==> config.mk <==
export PLATFORM = sky130hd
export DESIGN_NAME = ptfl_div
export DESIGN_NICKNAME = d
export VERILOG_FILES = /design/src/rtl/core/assert_macros.svh /design/src/rtl/core/ptfl_pkg.sv /design/src/rtl/core/ptfl_div.sv
export SDC_FILE = /design/constraint.sdc
export NUM_CORES = 1
export LEC_CHECK = 0
export BUFFER_PORTS_ARGS = -buffer_cell sky130_fd_sc_hd__buf_4
export CELL_PAD_IN_SITES_DETAIL_PLACEMENT = 0
export CELL_PAD_IN_SITES_GLOBAL_PLACEMENT = 2
export CORE_MARGIN = 5
export CORE_UTILIZATION = 34
export CTS_CLUSTER_SIZE = 14
export DETAILED_ROUTE_END_ITERATION = 16
export PLACE_DENSITY = 0.82
export SLEW_MARGIN = 10
export SYNTH_ARGS = -nofsm -noshare
export SYNTH_HDL_FRONTEND = slang
export SYNTH_SLANG_ARGS = --single-unit
==> constraint.sdc <==
create_clock -name i_clk -period 2.95 [get_ports i_clk]
set_input_delay 0 -clock i_clk [delete_from_list [all_inputs] [get_ports i_clk]]
set_output_delay 0 -clock i_clk [all_outputs]
set_load 0.1 [all_outputs]
==> src/rtl/core/assert_macros.svh <==
// Assertion macros shared by the RTL.
`ifndef ASSERT_MACROS_SVH
`define ASSERT_MACROS_SVH

// same-cycle implication
`define ASSERT_IMPLIES(label, clk, rst_n, ante, cons) \
    label: assert property (@(posedge clk) disable iff (!(rst_n)) (ante) |-> (cons)) \
        else $error("assertion failed: implication");

// next-cycle implication
`define ASSERT_NEXT(label, clk, rst_n, ante, cons) \
    label: assert property (@(posedge clk) disable iff (!(rst_n)) (ante) |=> (cons)) \
        else $error("assertion failed: next-cycle implication");

`endif

==> src/rtl/core/ptfl_pkg.sv <==
// Types and constants of the page table with FIFO or LRU replacement.
`default_nettype none

package ptfl_pkg;

    localparam int PID_W      = 16;
    localparam int ADDR_W     = 32;
    localparam int STAMP_W    = 32;
    localparam int CNT_W      = 32;
    localparam int SLOT_W     = 6;
    localparam int ENTRIES_W  = 7;
    localparam int PSZ_W      = 17;
    localparam int DIV_W      = 17;
    localparam int CFG_IDX_W  = 2;
    localparam int CFG_DATA_W = 17;

    localparam logic [CFG_IDX_W-1:0] CFG_ENTRIES   = 2'd0;
    localparam logic [CFG_IDX_W-1:0] CFG_PAGE_SIZE = 2'd1;
    localparam logic [CFG_IDX_W-1:0] CFG_POLICY    = 2'd2;

    localparam logic POLICY_FIFO = 1'b0;
    localparam logic POLICY_LRU  = 1'b1;

    localparam logic [ENTRIES_W-1:0] RST_ENTRIES   = 7'd64;
    localparam logic [PSZ_W-1:0]     RST_PAGE_SIZE = 17'd4096;

    typedef enum logic [2:0] {
        S_IDLE,
        S_DIV,
        S_SEARCH,
        S_VICT,
        S_MOD,
        S_WRITE,
        S_DONE
    } t_state;

    typedef struct packed {
        logic start;
        logic victim;
        logic wr_en;
    } t_scan_ctl;

    typedef struct packed {
        logic done;
        logic found;
    } t_scan_sts;

endpackage

`default_nettype wire

==> src/rtl/core/ptfl_div.sv <==
// Radix-2 restoring divider, one quotient bit per cycle.
`default_nettype none

module ptfl_div
    import ptfl_pkg::*;
(
    input  wire logic              i_clk,
    input  wire logic              i_rst_n,
    input  wire logic              i_start,
    input  wire logic [ADDR_W-1:0] i_dividend,
    input  wire logic [DIV_W-1:0]  i_divisor,
    output logic                   o_done,
    output logic [ADDR_W-1:0]      o_quot,
    output logic [DIV_W-1:0]       o_rem
);

    localparam int STEP_W = $clog2(ADDR_W);
    localparam logic [STEP_W-1:0] LAST_STEP = STEP_W'(ADDR_W - 1);

    logic              r_busy;
    logic              r_done;
    logic [STEP_W-1:0] r_cnt;
    logic [ADDR_W-1:0] r_quot;
    logic [DIV_W-1:0]  r_rem;
    logic [DIV_W-1:0]  r_den;

    logic [DIV_W:0] shifted;
    logic [DIV_W:0] diff;
    logic           ge;

    always_comb begin
        shifted = {r_rem, r_quot[ADDR_W-1]};
        diff    = shifted - {1'b0, r_den};
        ge      = shifted >= {1'b0, r_den};
    end

    always_ff @(posedge i_clk) begin
        if (!i_rst_n) begin
            r_busy <= 1'b0;
            r_done <= 1'b0;
            r_cnt  <= '0;
        end else begin
            r_done <= !i_start && r_busy && (r_cnt == LAST_STEP);
            if (i_start) begin
                r_busy <= 1'b1;
                r_cnt  <= '0;
            end else if (r_busy) begin
                r_cnt <= r_cnt + STEP_W'(1);
                if (r_cnt == LAST_STEP) begin
                    r_busy <= 1'b0;
                end
            end
        end
    end

    always_ff @(posedge i_clk) begin
        if (i_start) begin
            r_quot <= i_dividend;
            r_rem  <= '0;
            r_den  <= i_divisor;
        end else if (r_busy) begin
            r_quot <= {r_quot[ADDR_W-2:0], ge};
            r_rem  <= ge ? diff[DIV_W-1:0] : shifted[DIV_W-1:0];
        end
    end

    assign o_done = r_done;
    assign o_quot = r_quot;
    assign o_rem  = r_rem;

endmodule

`default_nettype wire

==> results by group, run 1 <==
Floorplanning
  – Rows: 39
  – Die width: around 120 um
  – Die area: 13,700 um^2
  – Initial core utilization: 0.343
  – Area of the core: roughly 11,000 um^2
  – Vert. Die Dim: 117 um
  – I/O Pins: just over 100

Flow run
  – Total of max-cap violations: 0

Timing
  – Final worst-path cycle share: 0.907
  – Slew @ Worst Pin: approximately 0.94 ns
  – Clock skew: 0.00575 ns
  – Final Hold Fails: 0
  – Fmax: 0.374 GHz
  – Worst slew margin: 0.368
  – Endpoints failing setup: 0
  – RSZ-0062 raised after global routing: no
  – Max Slew Vio Count: 0
  – Minimum clock period: 2.67 ns

CTS
  – Clock Root Buffer: clkbuf_16
  – Clk Latency, worst-skew pair: 0.33 ns
  – CTS tree: built
  – Post-CTS Hold Fix Bufs: 50
  – # Post-CTS Setup Buffers: 0
  – Clk sink count: 73
  – H-tree depth: 3
  – Cts repair resizes: 0
  – TritonCTS Buffers: 9
  – Worst-case clock buffer depth: 2
  – Clock transition at path regs: around 0.050 ns

Power
  – Maximum VDD drop: between 0.0003 and 0.0004 V
  – Total power: 3090 uW
  – Pwr per Cell Area: between 500 and 600 nW/um^2
  – Leak Pwr: roughly 0.0024 uW

Synth
  – Post-synthesis simple-gate area fraction: 0.0976
  – Avg Inst Size Synth: around 12 um^2
  – Register bit total from synthesis: 73
  – Seq/Total Area, Yosys: 0.503
  – Distinct cells, synth: 53
  – Mux contribution to synthesized area: 0.106
  – Most common cell in the netlist: edfxtp_1
  – Cell taking the most area after synthesis: edfxtp_1
  – Async SR Flop Fraction: 0
  – Leading cell types by count after synthesis: edfxtp_1 (49), mux2_2 (33), nand2_1 (26), dfxtp_1 (24), inv_1 (20)
  – Main synth FF type: edfxtp_1
  – Yosys warning total: 0
  – Largest cells by area after synthesis: edfxtp_1 (38%), dfxtp_1 (12%), mux2_2 (9.6%), ha_1 (6.1%), nand2_1 (2.5%)
  – Main combinational cell family by area after synthesis: compound AO/OA/AOI/OAI gates
  – Area fraction of the dominant cell type after synthesis: 0.379
  – Syn Std Cell Area: 3880 um^2
  – Syn_nets: 409
  – Post-synth EDFFs: slightly below 50
  – Adder-Cell Fraction of Synth Area: 0.0664
  – Synth Area in Compound Gates: 0.150
  – Synth Area in XOR/XNOR: 0.0361
  – Post-Synthesis Cells: around 340

Worst setup path
  – Crit path max-delay family: compound AO/OA/AOI/OAI gates
  – Reg-to-Reg End: o_quot[0]
  – WP buf/inv: 2
  – Setup slack on the worst flop-to-flop path: between 0.2 and 0.3 ns
  – R2r startpoint: o_quot[31]
  – CP required: about 3 ns
  – Setup CP Type: register to register
  – Crit path launch type: register
  – CP endpoint kind: register
  – Critical Path AT: 2.75 ns
  – Worst R2R Path Depth: 9
  – CP max stage cell: edfxtp_1
  – Worst Path Max Fanout: 14
  – Crit-path most repeated cell: inv_1
  – CP Cell Sequence: inv_1 -> ha_1 -> inv_1 -> fa_2 -> a21o_1 -> a221oi_4 -> a211oi_2 -> a211o_2 -> mux2_2
  – Max stage delay on crit path: ~0.42 ns

Placement
  – Final Wtd Congestion: around 0.8
  – Hpwl dp: 7510 um
  – Dpl cell area: 4800 um^2
  – Inst Count DP: 573
  – Count of input and output buffers: just over 100

Layout
  – Final #Nets: 563
  – Final Instance Area: ~5600 um^2
  – Diode count: 0
  – Layout cells sized above 1: 0.339
  – Fillers: 1,070
  – Layout area overhead: 43.1%
  – Finished Layout Cells: 639
  – Final Util: 0.491

Detailed routing
  – Detailed-route wire length per cell: 16.5 um
  – Residual DRC: 0
  – Vias per cell: 4.99
  – DRT Pass-1 Iters: 4
  – Initial drt markers: 123
  – Post-DRT Antenna Nets: 0
  – Vias post-DR: 3,189
  – Routed wire length: 10,500 um

Global route
  – Vias in the first global route: 3,350
  – Gr usage total: 0.159
  – Initial antenna violation count: 0
  – First-pass GRT wire length: 16,800 um
  – Total gr overflow: 0
  – Pin count of the biggest net entering global routing: 42

Outcome
  – Run status: finished, final reports clean

Hold path
  – Worst hold start: i_start
  – Hold path cells: 2
  – Worst Hold End: r_busy
  – HP Class: input port to register
## worst max path at each step
stage,startpoint,endpoint,slack [ns],cells past startpoint
CTS,o_quot[31],o_rem[15],0.25,11
floorplan,o_quot[31],o_quot[0],-0.16,10
global placement,o_quot[31],o_quot[0],0.37,9
global route,o_quot[31],o_rem[15],0.07,11
detailed placement,o_quot[31],o_rem[15],0.28,11
finish,o_quot[31],o_quot[0],0.28,9
## cells in the final DEF (no fill, tap or decap), types with 3 or more instances in the layout
cell / netlist / final
clkbuf_16: 0 / 9
o21ai_0: 14 / 14
nor2b_1: 4 / 4
a21o_1: 10 / 10
mux2_2: 33 / 33
ha_1: 19 / 19
edfxtp_1: 49 / 49
o21bai_1: 3 / 3
clkinv_2: 0 / 3
o211ai_1: 3 / 3
mux2i_1: 4 / 4
a32oi_1: 5 / 5
nand2b_1: 6 / 6
inv_1: 20 / 20
nor2_1: 18 / 18
dlygate4sd3_1: 0 / 50
nand3_1: 7 / 7
o21a_1: 4 / 4
nand2_1: 26 / 26
dfxtp_1: 24 / 23
a311oi_1: 5 / 5
xor2_1: 11 / 11
nand4_1: 3 / 3
buf_4: 0 / 109
xnor2_1: 5 / 5
a21oi_1: 13 / 13
and3_1: 4 / 4
## report_power, final
group,total (uW),internal (uW),switching [uW]
Sequential,1230,1180,46.1
Combinational,893,286,607
Clock,970,559,410
Total,3090,2030,1060
## cells by family after synthesis
logic type                 after synthesis
adders and majority gates               20
buffers and inverters                   36
DFF                                     73
and+or+nand+nor                         78
AOI/OAI and AO/OA                       77
muxes                                   37
xor gates and xnor gates                16
## flip-flops by register name (all words and copies together) (netlist names)
name	count
r_busy	1
o_quot	32
o_done	1
o_rem	17
r_den	17
r_cnt	5
## metrics by stage
step / TNS (ns) / setup slack [ns] / hold WS, ns
3_3_place_gp: 0 / 0.372 / 0.179
2_1_floorplan: -0.163 / -0.161 / 0.0989
3_5_place_dp: 0 / 0.275 / 0.180
5_1_grt: 0 / 0.0712 / 0.150
4_1_cts: 0 / 0.252 / 0.129
6_report: 0 / 0.275 / 0.134
## cell type report
cell class                      count  area (um^2)  area share
Clock inverter                      5         22.5     0.00405
Timing Repair Buffer              159         1320       0.237
Multi-Input combinational cell    228         1770       0.319
Tap cell                          143          179      0.0322
Sequential cell                    73         1950       0.352
Clock buffer                       11          233      0.0419
Inverter                           20         75.1      0.0135
## layer usage
metal,up-vias,wire length [um],share of wire,GRT usage
li1,1558,-,-,-
met2,121,4930,0.47,0.255
met4,0,144,0.014,0.0642
met5,-,0,0,0
met1,1497,4530,0.43,0.200
met3,13,907,0.086,0.0473
(Power assumes the default switching activity.)
==> run 2: changes to the inputs <==
Settings changed: ABC_AREA set to 1, CELL_PAD_IN_SITES_GLOBAL_PLACEMENT 2 to 1, CORE_UTILIZATION 34 to 39, CTS_BUF_LIST set to sky130_fd_sc_hd__clkbuf_16, PLACE_DENSITY 0.82 to 0.83.
==> run 2 against run 1 <==
  * Fmax rose by 20%
  * Via count is 24% higher
  * Sequential share of layout area down 1.6 points
  * Synthesized cell count up 61%
  * Final area increased by 4.7%
  * Power fell by 4.3%
  * First-iteration DRC count is 65% higher
==> results by group, run 2 <==
Outcome
  – Run status: finished, final reports clean

Layout
  – Fillers: 964 (-9.9%)
  – Most frequent cells in the layout: nand2_1 (220), buf_4 (106), inv_1 (85)
  – Layout cells sized above 1: 0.193 (-0.146)
  – Diode count: 0 (unchanged)
  – Commonest non-fill, non-tap cell in the layout: nand2_1
  – Flip-flop and latch area: 1950 um^2 (about the same)
  – Max reg flops: 32 (unchanged)
  – Final Util: 0.558 (+0.0677)
  – Multi-input logic area: 1810 um^2 (+2.2%)
  – Final #Nets: 768 (+36%)
  – Layout area overhead: 38.8%

Synth
  – Seq/Total Area, Yosys: 0.466 (-0.0371)
  – Post-Synthesis Cells: 544 (+61%)
  – Yosys warning total: 0 (unchanged)
  – Avg Inst Size Synth: 7.71 um^2 (-33%)
  – Async SR Flop Fraction: 0 (unchanged)
  – Most common cell in the netlist: nand2_1
  – Area fraction of the dominant cell type after synthesis: 0.351 (-0.0279)
  – Syn Std Cell Area: 4190 um^2 (+8.0%)
  – Cell taking the most area after synthesis: edfxtp_1
  – Distinct cells, synth: 30 (-43%)
  – Syn_nets: 616 (+51%)
  – Register bit total from synthesis: 73 (unchanged)
  – Largest cells by area after synthesis: edfxtp_1 (35%), nand2_1 (20%), dfxtp_1 (11%), inv_1 (7.5%), ha_1 (5.7%)
  – Main synth FF type: edfxtp_1
  – Leading cell types by count after synthesis: nand2_1 (220), inv_1 (84), edfxtp_1 (49), nand3_1 (40), dfxtp_1 (24)
  – Post-synth EDFFs: 49 (unchanged)

Worst setup path
  – Max stage delay on crit path: 0.43 ns (about the same)
  – CP Cell Sequence: inv_1 -> ha_1 -> inv_1 -> fa_1 -> nand3_1 -> nand3_2 -> nand2_2 -> nand2_2 -> nand2_1 -> nand3_1 -> o21ai_0
  – CP endpoint kind: register
  – CP max stage cell: fa_1
  – Setup CP Type: register to register
  – Critical Path AT: 2.49 ns (-0.26 ns)
  – CP required: 3.20 ns (+0.17 ns)
  – Crit path launch type: register
  – Worst Path Max Fanout: 16 (+2)

Floorplanning
  – Vert. Die Dim: 114 um (-2.7%)
  – Area of the core: 10,400 um^2 (-8.0%)
  – Rows: 37 (-5.1%)
  – Initial core utilization: 0.402 (+0.0595)
  – Die width: 114 um (-2.7%)
  – Die area: 12,900 um^2 (-5.4%)
  – I/O Pins: 102 (unchanged)

Power
  – Leak Pwr: 0.00298 uW (+25%)
  – Maximum VDD drop: 0.000281 V (-24%)
  – Pwr per Cell Area: 509 nW/um^2 (-8.6%)

Timing
  – Max Slew Vio Count: 0 (unchanged)
  – Worst slew margin: 0.406 (+0.0378)
  – Clock skew: 0.00575 ns (+0.00000366 ns)
  – Endpoints failing setup: 0 (unchanged)
  – Fmax: 0.447 GHz (+20%)
  – WHS: 0.0490 ns (-0.0845 ns)
  – RSZ-0062 raised after global routing: no
  – Minimum clock period: 2.24 ns (-0.437 ns)
  – Setup_tns: 0 ns (unchanged)
  – Final worst-path cycle share: 0.759 (-0.148)
  – Slew @ Worst Pin: 0.888 ns (-0.0564 ns)
  – Final Hold Fails: 0 (unchanged)

Detailed routing
  – Residual DRC: 0 (unchanged)
  – Post-DRT Antenna Nets: 0 (unchanged)
  – Routed wire length: 11,300 um (+7.2%)
  – Vias per cell: 4.74 (-5.0%)
  – DRT Pass-1 Iters: 5 (+1)
  – Detailed-route wire length per cell: 13.5 um (-18%)
  – Initial drt markers: 203 (+65%)
  – Vias post-DR: 3,968 (+24%)

CTS
  – CTS tree: built
  – H-tree depth: 3 (unchanged)
  – Clock transition at path regs: 0.06 ns (about the same)
  – Clk Latency, worst-skew pair: 0.33 ns (about the same)
  – TritonCTS Buffers: 9 (unchanged)
  – Clk sink count: 73 (unchanged)
  – Clock Root Buffer: clkbuf_16
  – Worst-case clock buffer depth: 2 (unchanged)

Global route
  – First-pass GRT wire length: 19,100 um (+14%)
  – Initial antenna violation count: 0 (unchanged)
  – Pin count of the biggest net entering global routing: 53 (+26%)
  – Gr usage total: 0.184 (+0.0252)
  – Vias in the first global route: 3,992 (+19%)
  – Total gr overflow: 0 (unchanged)

Placement
  – Hpwl dp: 8080 um (+7.6%)
  – Final Wtd Congestion: 0.867 (+9.8%)
  – Count of input and output buffers: 101 (unchanged)

Hold path
  – HP Class: input port to register

Flow run
  – Total of max-cap violations: 0 (unchanged)
-- run 2: per-layer routing --
metal	part of all wire	vias up	global-route usage
met5	0	-	0
met4	0.015	0	0.0729
met3	0.087	11	0.0584
met2	0.46	124	0.300
met1	0.43	1815	0.226
li1	-	2018	-
-- run 2: logic make-up (layout without fill, tap and decap cells) --
logic type               after synthesis  after routing  synth area share
buffers and inverters                100            257             0.102
AO/OA/AOI/OAI                         32             32            0.0400
AND/OR/NAND/NOR                      312            312             0.316
flip-flops                            73             73             0.466
adder cells (fa/ha/maj)               20             20            0.0615
XOR/XNOR                               7              7            0.0146
-- run 2: layout make-up --
| type | count | area share |
|---|---|---|
| Inverter | 86 | 0.0555 |
| Clock buffer | 9 | 0.0387 |
| Sequential cell | 73 | 0.336 |
| Timing Repair Buffer | 155 | 0.221 |
| Tap cell | 136 | 0.0293 |
| Multi-Input combinational cell | 371 | 0.312 |
| Clock inverter | 7 | 0.00817 |
-- run 2: repair_timing --
action                                 4_1_cts  5_1_grt
setup buffers                                0        0
endpoints found under the hold margin       50        0
hold buffers                                49        0
gates resized for setup                      0        0
-- run 2: report_power, final --
group / switching (uW) / internal [uW]
combinational: 535 / 212
sequential: 37.2 / 1180
clock: 432 / 569
-- run 2: per-stage QoR --
stage / worst slack [ns] / instances / power (uW) / cell area [um^2]
after floorplan: 0.455 / 544 / 1740 / 4190
after global placement: 0.786 / 772 / 1920 / 5050
after detailed placement: 0.712 / 772 / 1930 / 5050
after CTS: 0.697 / 837 / 3000 / 5820
after global routing: 0.473 / 837 / 3090 / 5820
final: 0.712 / 837 / 2960 / 5820
-- run 2: path summary, 6_finish.rpt --
kind | from | to | slack, ns | cells after the start
worst max-delay path | o_quot[31] | o_rem[2] | 0.71 | 11
worst min register to register | r_cnt[4] | r_cnt[4] | 0.47 | 2
worst max register to register | o_quot[31] | o_rem[2] | 0.71 | 11
worst min-delay path | i_dividend[0] | o_quot[0] | 0.05 | 3
-- run 2: worst max-delay path, delay by kind of cell, from the launching register on --
kind                       cells  cell delay [ns]
AOI/OAI and AO/OA              1             0.12
adders and majority gates      2             0.57
buffers and inverters          2             0.17
DFF                            1             0.39
and+or+nand+nor                6             0.91
